## src/tzbq_pkg.sv

```systemverilog
// shared types and constants for the touch zone button qualifier
// item structs, the classified command passed front to back, register codes
// no dependencies
`default_nettype none

package tzbq_pkg;

  localparam int unsigned NUM_BUTTONS     = 4;
  localparam int unsigned NUM_TOUCH_ZONES = 3;
  localparam int unsigned BTN_W           = (NUM_BUTTONS > 1) ? $clog2(NUM_BUTTONS) : 1;
  localparam int unsigned LIFT_COUNT      =
    (NUM_TOUCH_ZONES < NUM_BUTTONS) ? NUM_TOUCH_ZONES : NUM_BUTTONS;

  // command queue between front and back
  localparam int unsigned QDEPTH  = 2;
  localparam int unsigned QPTR_W  = (QDEPTH > 1) ? $clog2(QDEPTH) : 1;
  localparam int unsigned QCNT_W  = $clog2(QDEPTH + 1);

  // register map
  localparam int unsigned PADDR_W = 4;
  localparam logic [1:0] REG_HOLD_THRESHOLD = 2'd0;
  localparam logic [1:0] REG_ZONE_ROW_MIN_Y = 2'd1;
  localparam logic [1:0] REG_SPLIT_AB_X     = 2'd2;
  localparam logic [1:0] REG_SPLIT_BC_X     = 2'd3;

  localparam logic [31:0]        HOLD_THRESHOLD_RST = 32'd1000;
  localparam logic signed [15:0] ZONE_ROW_MIN_Y_RST = 16'sd200;
  localparam logic signed [15:0] SPLIT_AB_X_RST     = 16'sd107;
  localparam logic signed [15:0] SPLIT_BC_X_RST     = 16'sd214;

  localparam logic OP_SAMPLE = 1'b0;
  localparam logic OP_QUERY  = 1'b1;

  localparam logic [1:0] ZONE_NONE = 2'd0;
  localparam logic [1:0] ZONE_A    = 2'd1;
  localparam logic [1:0] ZONE_B    = 2'd2;
  localparam logic [1:0] ZONE_C    = 2'd3;

  typedef struct packed {
    logic               op;
    logic signed [15:0] touch_x;
    logic signed [15:0] touch_y;
    logic               touch_active;
    logic               touch_lifted;
    logic [31:0]        now_ms;
    logic [2:0]         button_sel;
    logic               clear_pressed;
    logic               clear_released;
  } sample_t;

  typedef struct packed {
    logic [1:0] zone_hit;
    logic       haptic_pulse;
    logic       level_pressed;
    logic       level_held;
    logic       pressed_event;
    logic       released_event;
  } result_t;

  typedef enum logic [1:0] {
    KIND_NOP,
    KIND_TOUCH,
    KIND_LIFT,
    KIND_QUERY
  } kind_t;

  typedef struct packed {
    kind_t            kind;
    logic [1:0]       zone;
    logic             btn_ok;
    logic [BTN_W-1:0] btn;
    logic [31:0]      now_ms;
    logic             clear_pressed;
    logic             clear_released;
  } cmd_t;

endpackage

`default_nettype wire

```

## src/touch_zone_button_qualifier_unit.sv

```systemverilog
// an accepted request passes through the command queue and then the result register
// throughput: one request per cycle while sample_stall is low; a two-entry command queue parts front and back
// sample_stall rises only while the queue is full behind a stalled result register
// reset (rst, synchronous): all buttons released, flags cleared, registers to defaults
// depends on tzbq_pkg, tzbq_front, tzbq_queue, tzbq_back
`default_nettype none

module touch_zone_button_qualifier_unit (
  input  wire logic                             clk,
  input  wire logic                             rst,
  input  wire logic                             sample_valid,
  output logic                                  sample_stall,
  input  wire tzbq_pkg::sample_t                sample,
  output logic                                  result_valid,
  input  wire logic                             result_stall,
  output tzbq_pkg::result_t                     result,
  input  wire logic                             psel,
  input  wire logic                             penable,
  input  wire logic                             pwrite,
  input  wire logic [tzbq_pkg::PADDR_W-1:0]     paddr,
  input  wire logic [31:0]                      pwdata,
  output logic [31:0]                           prdata,
  output logic                                  pready
);

  logic [31:0]        hold_limit_ms;
  logic signed [15:0] zone_row_min_y;
  logic signed [15:0] split_ab_x;
  logic signed [15:0] split_bc_x;
  logic [1:0]         reg_idx;
  logic               reg_wr;

  logic               q_full;
  logic               q_push;
  tzbq_pkg::cmd_t     q_cmd;
  logic               q_pop;
  tzbq_pkg::cmd_t     q_head;
  logic               q_nonempty;

  assign pready  = 1'b1;
  assign reg_idx = paddr[3:2];
  assign reg_wr  = psel && penable && pwrite;

  always_ff @(posedge clk) begin
    if (rst) begin
      hold_limit_ms  <= tzbq_pkg::HOLD_THRESHOLD_RST;
      zone_row_min_y <= tzbq_pkg::ZONE_ROW_MIN_Y_RST;
      split_ab_x     <= tzbq_pkg::SPLIT_AB_X_RST;
      split_bc_x     <= tzbq_pkg::SPLIT_BC_X_RST;
    end else if (reg_wr) begin
      case (reg_idx)
        tzbq_pkg::REG_HOLD_THRESHOLD: hold_limit_ms  <= pwdata;
        tzbq_pkg::REG_ZONE_ROW_MIN_Y: zone_row_min_y <= pwdata[15:0];
        tzbq_pkg::REG_SPLIT_AB_X:     split_ab_x     <= pwdata[15:0];
        tzbq_pkg::REG_SPLIT_BC_X:     split_bc_x     <= pwdata[15:0];
        default:                      hold_limit_ms  <= hold_limit_ms;
      endcase
    end
  end

  always_comb begin
    case (reg_idx)
      tzbq_pkg::REG_HOLD_THRESHOLD: prdata = hold_limit_ms;
      tzbq_pkg::REG_ZONE_ROW_MIN_Y: prdata = 32'(zone_row_min_y);
      tzbq_pkg::REG_SPLIT_AB_X:     prdata = 32'(split_ab_x);
      tzbq_pkg::REG_SPLIT_BC_X:     prdata = 32'(split_bc_x);
      default:                      prdata = '0;
    endcase
  end

  tzbq_front u_front (
    .sample_valid   (sample_valid),
    .sample_stall   (sample_stall),
    .sample         (sample),
    .zone_row_min_y (zone_row_min_y),
    .split_ab_x     (split_ab_x),
    .split_bc_x     (split_bc_x),
    .q_full         (q_full),
    .q_push         (q_push),
    .q_cmd          (q_cmd)
  );

  tzbq_queue u_queue (
    .clk      (clk),
    .rst      (rst),
    .push     (q_push),
    .push_cmd (q_cmd),
    .full     (q_full),
    .pop      (q_pop),
    .head     (q_head),
    .nonempty (q_nonempty)
  );

  tzbq_back u_back (
    .clk           (clk),
    .rst           (rst),
    .hold_limit_ms (hold_limit_ms),
    .q_nonempty    (q_nonempty),
    .q_head        (q_head),
    .q_pop         (q_pop),
    .result_valid  (result_valid),
    .result_stall  (result_stall),
    .result        (result)
  );

endmodule

`default_nettype wire

```

## src/tzbq_front.sv

```systemverilog
// front end: takes sample requests and classifies them into commands
// zone lookup against the row limit and split points, button decode
// depends on tzbq_pkg
`default_nettype none

module tzbq_front (
  input  wire logic                    sample_valid,
  output logic                         sample_stall,
  input  wire tzbq_pkg::sample_t       sample,
  input  wire logic signed [15:0]      zone_row_min_y,
  input  wire logic signed [15:0]      split_ab_x,
  input  wire logic signed [15:0]      split_bc_x,
  input  wire logic                    q_full,
  output logic                         q_push,
  output tzbq_pkg::cmd_t               q_cmd
);

  logic [1:0] zone;
  logic [4:0] nb;

  assign nb = 5'(tzbq_pkg::NUM_BUTTONS);

  always_comb begin
    if ($signed(sample.touch_y) < zone_row_min_y) begin
      zone = tzbq_pkg::ZONE_NONE;
    end else if ($signed(sample.touch_x) < split_ab_x) begin
      zone = tzbq_pkg::ZONE_A;
    end else if ($signed(sample.touch_x) < split_bc_x) begin
      zone = tzbq_pkg::ZONE_B;
    end else begin
      zone = tzbq_pkg::ZONE_C;
    end
  end

  always_comb begin
    q_cmd.kind           = tzbq_pkg::KIND_NOP;
    q_cmd.zone           = tzbq_pkg::ZONE_NONE;
    q_cmd.btn_ok         = 1'b0;
    q_cmd.btn            = '0;
    q_cmd.now_ms         = sample.now_ms;
    q_cmd.clear_pressed  = sample.clear_pressed;
    q_cmd.clear_released = sample.clear_released;
    if (sample.op == tzbq_pkg::OP_QUERY) begin
      q_cmd.kind   = tzbq_pkg::KIND_QUERY;
      q_cmd.btn_ok = (sample.button_sel != 3'd0) && ({2'b00, sample.button_sel} <= nb);
      q_cmd.btn    = tzbq_pkg::BTN_W'(sample.button_sel - 3'd1);
    end else if (sample.touch_active) begin
      // an active touch wins over a lift on the same sample
      q_cmd.kind   = tzbq_pkg::KIND_TOUCH;
      q_cmd.zone   = zone;
      q_cmd.btn_ok = (zone != tzbq_pkg::ZONE_NONE) && ({3'b000, zone} <= nb);
      q_cmd.btn    = tzbq_pkg::BTN_W'(zone - 2'd1);
    end else if (sample.touch_lifted) begin
      q_cmd.kind   = tzbq_pkg::KIND_LIFT;
    end
  end

  assign sample_stall = q_full;
  assign q_push       = sample_valid && !q_full;

endmodule

`default_nettype wire

```

## src/tzbq_queue.sv

```systemverilog
// short command queue that decouples the front end from the button engine
// depends on tzbq_pkg
`default_nettype none

module tzbq_queue (
  input  wire logic            clk,
  input  wire logic            rst,
  input  wire logic            push,
  input  wire tzbq_pkg::cmd_t  push_cmd,
  output logic                 full,
  input  wire logic            pop,
  output tzbq_pkg::cmd_t       head,
  output logic                 nonempty
);

  tzbq_pkg::cmd_t                  slots [tzbq_pkg::QDEPTH];
  logic [tzbq_pkg::QPTR_W-1:0]     wr_ptr;
  logic [tzbq_pkg::QPTR_W-1:0]     rd_ptr;
  logic [tzbq_pkg::QCNT_W-1:0]     count;
  logic [tzbq_pkg::QPTR_W-1:0]     wr_ptr_next;
  logic [tzbq_pkg::QPTR_W-1:0]     rd_ptr_next;

  localparam logic [tzbq_pkg::QPTR_W-1:0] LAST_SLOT = tzbq_pkg::QPTR_W'(tzbq_pkg::QDEPTH - 1);
  localparam logic [tzbq_pkg::QCNT_W-1:0] DEPTH_CNT = tzbq_pkg::QCNT_W'(tzbq_pkg::QDEPTH);

  assign full     = (count == DEPTH_CNT);
  assign nonempty = (count != '0);
  assign head     = slots[rd_ptr];

  assign wr_ptr_next = (wr_ptr == LAST_SLOT) ? '0 : wr_ptr + 1'b1;
  assign rd_ptr_next = (rd_ptr == LAST_SLOT) ? '0 : rd_ptr + 1'b1;

  always_ff @(posedge clk) begin
    if (push) begin
      slots[wr_ptr] <= push_cmd;
    end
  end

  always_ff @(posedge clk) begin
    if (rst) begin
      wr_ptr <= '0;
      rd_ptr <= '0;
      count  <= '0;
    end else begin
      if (push) begin
        wr_ptr <= wr_ptr_next;
      end
      if (pop) begin
        rd_ptr <= rd_ptr_next;
      end
      case ({push, pop})
        2'b10:   count <= count + 1'b1;
        2'b01:   count <= count - 1'b1;
        default: count <= count;
      endcase
    end
  end

  a_push_grows : assert property (@(posedge clk) disable iff (rst)
    push && !pop |=> count == $past(count) + 1'b1)
    else $error("queue count did not grow on a lone push");

  a_pop_nonempty : assert property (@(posedge clk) disable iff (rst)
    pop |-> nonempty)
    else $error("queue popped while empty");

endmodule

`default_nettype wire

```

## src/tzbq_back.sv

```systemverilog
// back end: per-button press/hold/release engine and the result register
// depends on tzbq_pkg
`default_nettype none

module tzbq_back (
  input  wire logic                clk,
  input  wire logic                rst,
  input  wire logic [31:0]         hold_limit_ms,
  input  wire logic                q_nonempty,
  input  wire tzbq_pkg::cmd_t      q_head,
  output logic                     q_pop,
  output logic                     result_valid,
  input  wire logic                result_stall,
  output tzbq_pkg::result_t        result
);

  typedef enum logic [1:0] {
    MODE_RELEASED,
    MODE_PRESSED,
    MODE_HELD
  } mode_t;

  mode_t       mode          [tzbq_pkg::NUM_BUTTONS];
  logic        press_latch   [tzbq_pkg::NUM_BUTTONS];
  logic        release_latch [tzbq_pkg::NUM_BUTTONS];
  logic [31:0] start_ms      [tzbq_pkg::NUM_BUTTONS];

  tzbq_pkg::cmd_t    cmd;
  tzbq_pkg::result_t result_next;
  mode_t             cur_mode;
  logic [31:0]       elapsed;
  logic              hold_due;

  assign cmd      = q_head;
  assign q_pop    = q_nonempty && (!result_valid || !result_stall);
  assign cur_mode = mode[cmd.btn];
  assign elapsed  = cmd.now_ms - start_ms[cmd.btn];
  assign hold_due = (elapsed >= hold_limit_ms);

  always_comb begin
    result_next = '0;
    case (cmd.kind)
      tzbq_pkg::KIND_TOUCH: begin
        result_next.zone_hit     = cmd.zone;
        result_next.haptic_pulse = cmd.btn_ok && (cur_mode == MODE_RELEASED);
      end
      tzbq_pkg::KIND_QUERY: begin
        if (cmd.btn_ok) begin
          result_next.level_pressed  = (cur_mode == MODE_PRESSED) || (cur_mode == MODE_HELD);
          result_next.level_held     = (cur_mode == MODE_HELD);
          result_next.pressed_event  = press_latch[cmd.btn];
          result_next.released_event = release_latch[cmd.btn];
        end
      end
      default: result_next = '0;
    endcase
  end

  always_ff @(posedge clk) begin
    if (rst) begin
      for (int i = 0; i < tzbq_pkg::NUM_BUTTONS; i++) begin
        mode[i]          <= MODE_RELEASED;
        press_latch[i]   <= 1'b0;
        release_latch[i] <= 1'b0;
      end
      result_valid <= 1'b0;
    end else begin
      if (q_pop) begin
        result       <= result_next;
        result_valid <= 1'b1;
        case (cmd.kind)
          tzbq_pkg::KIND_TOUCH: begin
            if (cmd.btn_ok) begin
              case (cur_mode)
                MODE_RELEASED: begin
                  mode[cmd.btn]        <= MODE_PRESSED;
                  press_latch[cmd.btn] <= 1'b1;
                  start_ms[cmd.btn]    <= cmd.now_ms;
                end
                MODE_PRESSED: begin
                  if (hold_due) begin
                    mode[cmd.btn] <= MODE_HELD;
                  end
                end
                default: mode[cmd.btn] <= cur_mode;
              endcase
            end
          end
          tzbq_pkg::KIND_LIFT: begin
            // a lift only reaches the buttons that have a touch zone
            for (int i = 0; i < tzbq_pkg::LIFT_COUNT; i++) begin
              if (mode[i] != MODE_RELEASED) begin
                mode[i]          <= MODE_RELEASED;
                release_latch[i] <= 1'b1;
              end
            end
          end
          tzbq_pkg::KIND_QUERY: begin
            if (cmd.btn_ok) begin
              if (cmd.clear_pressed) begin
                press_latch[cmd.btn] <= 1'b0;
              end
              if (cmd.clear_released) begin
                release_latch[cmd.btn] <= 1'b0;
              end
            end
          end
          default: ;
        endcase
      end else if (!result_stall) begin
        result_valid <= 1'b0;
      end
    end
  end

  a_lift_releases : assert property (@(posedge clk) disable iff (rst)
    q_pop && cmd.kind == tzbq_pkg::KIND_LIFT |=> mode[0] == MODE_RELEASED)
    else $error("first button still down after a lift");

  a_new_press_haptic : assert property (@(posedge clk) disable iff (rst)
    q_pop && cmd.kind == tzbq_pkg::KIND_TOUCH && cmd.btn_ok && cur_mode == MODE_RELEASED
    |=> result_valid && result.haptic_pulse && mode[$past(cmd.btn)] == MODE_PRESSED)
    else $error("new press without haptic pulse or pressed mode");

  a_haptic_only_touch : assert property (@(posedge clk) disable iff (rst)
    result_valid && result.haptic_pulse |-> !result.level_pressed && !result.pressed_event)
    else $error("haptic pulse on a query result");

endmodule

`default_nettype wire

```

## config.mk

```make
export PLATFORM = sky130hd
export DESIGN_NAME = touch_zone_button_qualifier_unit
export DESIGN_NICKNAME = d
export VERILOG_FILES = /design/src/tzbq_pkg.sv /design/src/touch_zone_button_qualifier_unit.sv /design/src/tzbq_front.sv /design/src/tzbq_queue.sv /design/src/tzbq_back.sv
export SDC_FILE = /design/constraint.sdc
export NUM_CORES = 1
export LEC_CHECK = 0
export ABC_AREA = 0
export BUFFER_PORTS_ARGS = -buffer_cell sky130_fd_sc_hd__buf_2
export CORE_AREA = 2 2 167 169
export DETAILED_ROUTE_END_ITERATION = 10
export DIE_AREA = 0 0 169 171
export PLACE_DENSITY = 0.85
export SETUP_SLACK_MARGIN = 0.5
export SYNTH_ARGS = -nofsm -noshare
export SYNTH_HDL_FRONTEND = slang
export SYNTH_SLANG_ARGS = --single-unit
```

## constraint.sdc

```tcl
create_clock -name clk -period 7.4 [get_ports clk]
set_input_delay 0 -clock clk [delete_from_list [all_inputs] [get_ports clk]]
set_output_delay 0 -clock clk [all_outputs]
set_load 0.005 [all_outputs]
```

Word level (Yosys, flattened, before mapping). Memories as Yosys holds them, arrays and structs flattened. A register that Yosys moved wholly into a read port is not among the register bits. Cells that the tools add are included.

Memory bits (writable): 226. Output and inout port bits: 42. Word-level logic and storage cells: 170. Memories: 5. Bits in registers: 90. Input port bits: 115.

Memory list: u_back.start_ms (depth 4, bits a word 32, rd ports 1, clocked after Yosys merged registers in 0, wr ports 1, RTL line tzbq_back.sv:26) `logic [31:0] start_ms [tzbq_pkg::NUM_BUTTONS];`; u_queue.slots (depth 2, bits a word 41, rd ports 1, clocked after Yosys merged registers in 1, wr ports 1, RTL line tzbq_queue.sv:16) `tzbq_pkg::cmd_t slots [tzbq_pkg::QDEPTH];`; u_back.mode (depth 4, bits a word 2, rd ports 4, clocked after Yosys merged registers in 0, wr ports 4, RTL line tzbq_back.sv:23) `mode_t mode [tzbq_pkg::NUM_BUTTONS];`; u_back.press_latch (depth 4, bits a word 1, rd ports 1, clocked after Yosys merged registers in 1, wr ports 4, RTL line tzbq_back.sv:24) `logic press_latch [tzbq_pkg::NUM_BUTTONS];`; u_back.release_latch (depth 4, bits a word 1, rd ports 1, clocked after Yosys merged registers in 1, wr ports 4, RTL line tzbq_back.sv:25) `logic release_latch [tzbq_pkg::NUM_BUTTONS];`.

Add/subtract/negate cells: 7. Reduce and logical (&&, ||, !) cells: 33. Bitwise gates (word level): 10. Mux-type cells: 85. $lt $le $gt $ge: 6. Equality and inequality tests: 12.

Operators with widths (number): $pmux 32 s4 (1); $mux 1 (66); $lt 16x16->1 (3); $ge 32x32->1 (1); $sub 32x32->32 (1); $mux 2 (15); $eq 2x2->1 const B (7); $reduce_and 2->1 (6); $reduce_bool 2->1 (6); $or 1x1->1 (9); $eq 2x1->1 const B (4); $logic_and 1x1->1 (7); $sub 2x1->2 const B (3); $logic_not 1->1 (5); $mux 5 (1); $logic_not 2->1 (2); $pmux 2 s2 (1); $reduce_or 2->1 (2); $le 2x3->1 const B (1); $le 3x3->1 const B (1); $mux 3 (1); $reduce_bool 3->1 (1); $add 1x1->1 const B (2); $add 2x1->2 const B (1); other kinds (4) (6).

Logic depth before layout (Yosys ltp). An unclocked memory read counts as a cell.

Depth after elaboration: 14. Depth in mapped cells: 25. Gate-level depth less buffers: 22.

Modules after synthesis. A second synthesis with hierarchy kept.

Cells, all modules: 1357. Area total of the unflattened synthesis: 16819.9 um^2.

Modules (own cells, without submodules): tzbq_back (times used 1, seq. area each 4494.3 um^2, area each 8295.5 um^2, cells an instance 623); touch_zone_button_qualifier_unit (times used 1, seq. area each 1601.5 um^2, area each 3794.9 um^2, cells an instance 363); tzbq_queue (times used 1, seq. area each 2562.5 um^2, area each 3155.5 um^2, cells an instance 150); tzbq_front (times used 1, seq. area each 0.0 um^2, area each 1574.0 um^2, cells an instance 221).

Worst setup path before layout. No wires, ideal clock.

Path type: reg-to-reg. Start: register (tool-made name). End: memory u_back.mode[0][0] in the netlist's numbering (enable). Cell stages (with the launch flop): 23. Library setup time: 0.255 ns. Clock period less this slack: 5.700 ns. Setup slack: 1.700 ns. Buffers on the path: 3. Required time: 7.145 ns. Data arrival time: 5.445 ns. Path through: dfxtp_1 -> buf_2 -> buf_1 -> buf_1 -> mux2_2 -> ha_1 -> nand2_1 -> or4_1 -> a21oi_2 -> o21ai_2 -> o211a_4 -> o21ai_2 -> a31oi_1 -> xnor2_1 -> ha_1 -> a21o_1 -> a21o_1 -> a21o_1 -> a2111oi_2 -> o211ai_1 -> a21oi_2 -> o21ai_1 -> a311o_1.

RTL lines (RTL line): end: declaration (tzbq_back.sv:23).

==> results.yml <==
die:
  core_um2: 27300
  io_pins: 157
  die_width_um: 169
  fp-row-count: 61
  fp.dieArea_um2: 28900
  die_h_um: 171
  initial_utilization_pct: 58.9
grt:
  grt-ovfl-total: 0
  grt_max_degree: 99
  grt_pass1_wl_um: 58900
  grt_pass1_vias: 11700
  antenna_found_initial: 0
  grt_usage_pct: 26.0
layout:
  fin_cells: 1976
  drive_above_1_share_pct: 20.0
  final_nets: 1835
  antenna-diode-count: 0
  fin_area_um2: 19000
  area_growth_pct: 18.0
synth:
  ys_async_sr_fraction_pct: 0
  synth_top_area_share_pct: 42.8
  ys_ff_latch: 318
  synth-edff-count: 229
  synth_flop_cell: "edfxtp_1"
  synth_most_common_cell: "edfxtp_1"
  synth_nets: 1611
  synth_warnings: 0
  synthTopCellsByArea: "edfxtp_1, dfxtp_1, ha_1"
  netlist_area_um2: 16100
  ys_types: 68
  synth_seq_area_share_pct: 53.8
  syn_inst: 1381
  synth_top_area_cell: "edfxtp_1"
  synth.avg_cell_area_um2: 11.6
  yosys-top-cells-count: "edfxtp_1, nand2_1, inv_1"
clock_tree:
  clk_pin_slew_ps: 60
  cts_buffers: 34
  clk_latency_ps: 510
  clockBufferDepth: 3
  cts_root_buf: "clkbuf_16"
  cts_tree: "yes"
  cts_setup_buffers: 0
  htreeDepth: 2
  cts.sinks: 318
placed_design:
  place_ws_ps: 998
  portBuffers: 153
  hpwlAfterDp_um: 25500
  dpl_cell_area_um2: 17200
  gp_congestion: 0.913
  placedCellCount: 1841
setup_path:
  worstSetupPathType: "reg -> reg"
  crit_buf_inv: 3
  required_ps: 7660
  path_cells: "buf_4, mux2_2, inv_1, ha_1, inv_1, fa_1, a21oi_1, nor2b_1, a31oi_1, o21ai_0, o21ai_0, a31oi_1, mux2i_1, o311ai_0, ha_1, a21o_1, a21o_1, a21o_1, a2111oi_2, o211ai_1, a21oi_2, o21ai_1, a311o_1"
  critical_path.max_fanout: 45
  cp_num_cells: 23
  crit_slowest_cell: "buf_4"
  startpoint_type: "flop"
  rr_worst_depth: 23
  endpoint_kind: "flop"
  slowest_delay_ps: 500
  crit_path_frequent_cell: "a21o_1"
  critPathTopFamily: "compound AO/OA/AOI/OAI gates"
  critPathArrivalTime_ps: 6660
timing:
  final.setup.worst_slack_ps: 994
  fin_crit_sh_pct: 86.6
  rsz0062_at_grt: "no"
  max_freq_ghz: 0.156
  drv_slew: 0
  slew_headroom_pct: 16.3
  setup_tns_ps: 0
  skew_ps: 16.0
  hold_viol: 0
  worst_slew_pin_slew_ps: 1250
  fin_crit_ps: 6410
  setup_viol: 0
pwr:
  power_mw: 6.39
  power.leakage_nw: 7.50
  ir_worst_vdd_mv: 0.182
  powerDensity_nw_per_um2: 337
route:
  vias: 11500
  wl_per_cell_um: 18.9
  vias_per_cell: 5.84
  drt_pre_antenna_iters: 5
  drt_iter0_drc: 1035
  ant_nets: 0
  drc: 0
  routed_wl_um: 37400
run_status:
  status: "finished clean"
flow_run:
  drv_cap: 0
hold_path:
  hold_depth: 4
  hp-class: "in -> reg"
[final timing paths]
| path | startpoint | to | slack [ps] |
|---|---|---|---|
| hold reg to reg | zone_row_min_y[14] | zone_row_min_y[14] | 470 |
| hold / removal | sample[3] | u_queue.slots[0][35] | 30 |
| setup / recovery | flop | u_back.mode[1][1] | 990 |
| setup reg to reg | flop | u_back.mode[1][1] | 990 |
[flip-flops by register name, indices dropped and copies added (netlist names), named ones only]
signal and cells:
u_back.start_ms 128, u_queue.slots 82, hold_limit_ms 32, split_ab_x 16
split_bc_x 16, zone_row_min_y 16, u_back.mode 8, u_back.result 7
u_back.press_latch 4, u_back.release_latch 3, u_queue.count 2, u_back.result_valid 1
u_queue.rd_ptr 1, u_queue.wr_ptr 1
[where the power goes]
part | internal [mW] | leakage [nW] | total, mW | switching (mW)
clock network | 0.947 | 0.528 | 1.62 | 0.673
registers | 2.09 | 2.83 | 2.13 | 0.0381
logic | 1.12 | 4.14 | 2.64 | 1.52
total | 4.16 | 7.50 | 6.39 | 2.23
[timing repair]
action                                  CTS  global route
hold endpoints to repair                166             0
resized for setup                         0             1
endpoints found under the setup margin    0             4
hold buffers                             74             0
[per-layer routing]
metal / up-vias / global-route usage (%) / wire length, um
li1: 5453 / - / -
met1: 5538 / 33.6 / 15400
met2: 453 / 45.8 / 18800
met3: 92 / 3.26 / 2120
met4: 0 / 8.51 / 1050
met5: - / 0 / 0
[per-stage QoR]
| stage | util (%) | hold WS [ps] |
|---|---|---|
| after floorplan | - | 98.9 |
| after global placement | 62.9 | 189 |
| after detailed placement | 62.9 | 192 |
| after CTS | 69.5 | 18.7 |
| after global routing | 69.5 | 77.0 |
| final | 69.5 | 33.3 |
[cell type report]
cell class                      instances  area (um^2)
Inverter                              126          473
Multi-Input combinational cell        885         6750
Clock inverter                         13          103
Clock buffer                           48          962
Sequential cell                       318         8660
Timing Repair Buffer                  240         1600
Tap cell                              346          433
Fill cell                            1854         8340
[logic make-up (layout without fill, tap and decap cells)]
group	Yosys count	in the layout	share of synthesized area, %
xor gates and xnor gates	33	33	1.80
buffers and inverters	178	427	4.35
other	1	1	0.0233
muxes	96	96	10.1
DFF	318	318	53.8
and+or+nand+nor	370	370	10.1
adders and majority gates	115	115	8.99
AOI/OAI and AO/OA	270	270	10.8
[placed cells by master, fill, tap and decap left out, types with 15 or more instances in the layout]
cell           instances
dlygate4sd3_1         74
ha_1                 114
buf_2                153
a21o_1                45
mux2_2                34
nor2b_1               15
dfxtp_1               88
a21oi_1              114
clkbuf_16             35
edfxtp_1             229
nand2_1              187
inv_1                126
o21ai_0               27
mux4_2                50
nor2_1                88
xnor2_1               19
[worst reg2reg max path, stage by stage (launching register included)]
cell       delay, ps
dfxtp_2          350
buf_4            500
mux2_2           500
inv_1             80
ha_1             180
inv_1             60
fa_1             410
a21oi_1          150
nor2b_1           70
a31oi_1          450
o21ai_0          190
o21ai_0          370
a31oi_1          220
mux2i_1          190
o311ai_0         200
ha_1             240
a21o_1           150
a21o_1           170
a21o_1           190
a2111oi_2        420
o211ai_1         200
a21oi_2          230
o21ai_1          200
a311o_1          440
(Power assumes the default switching activity.)
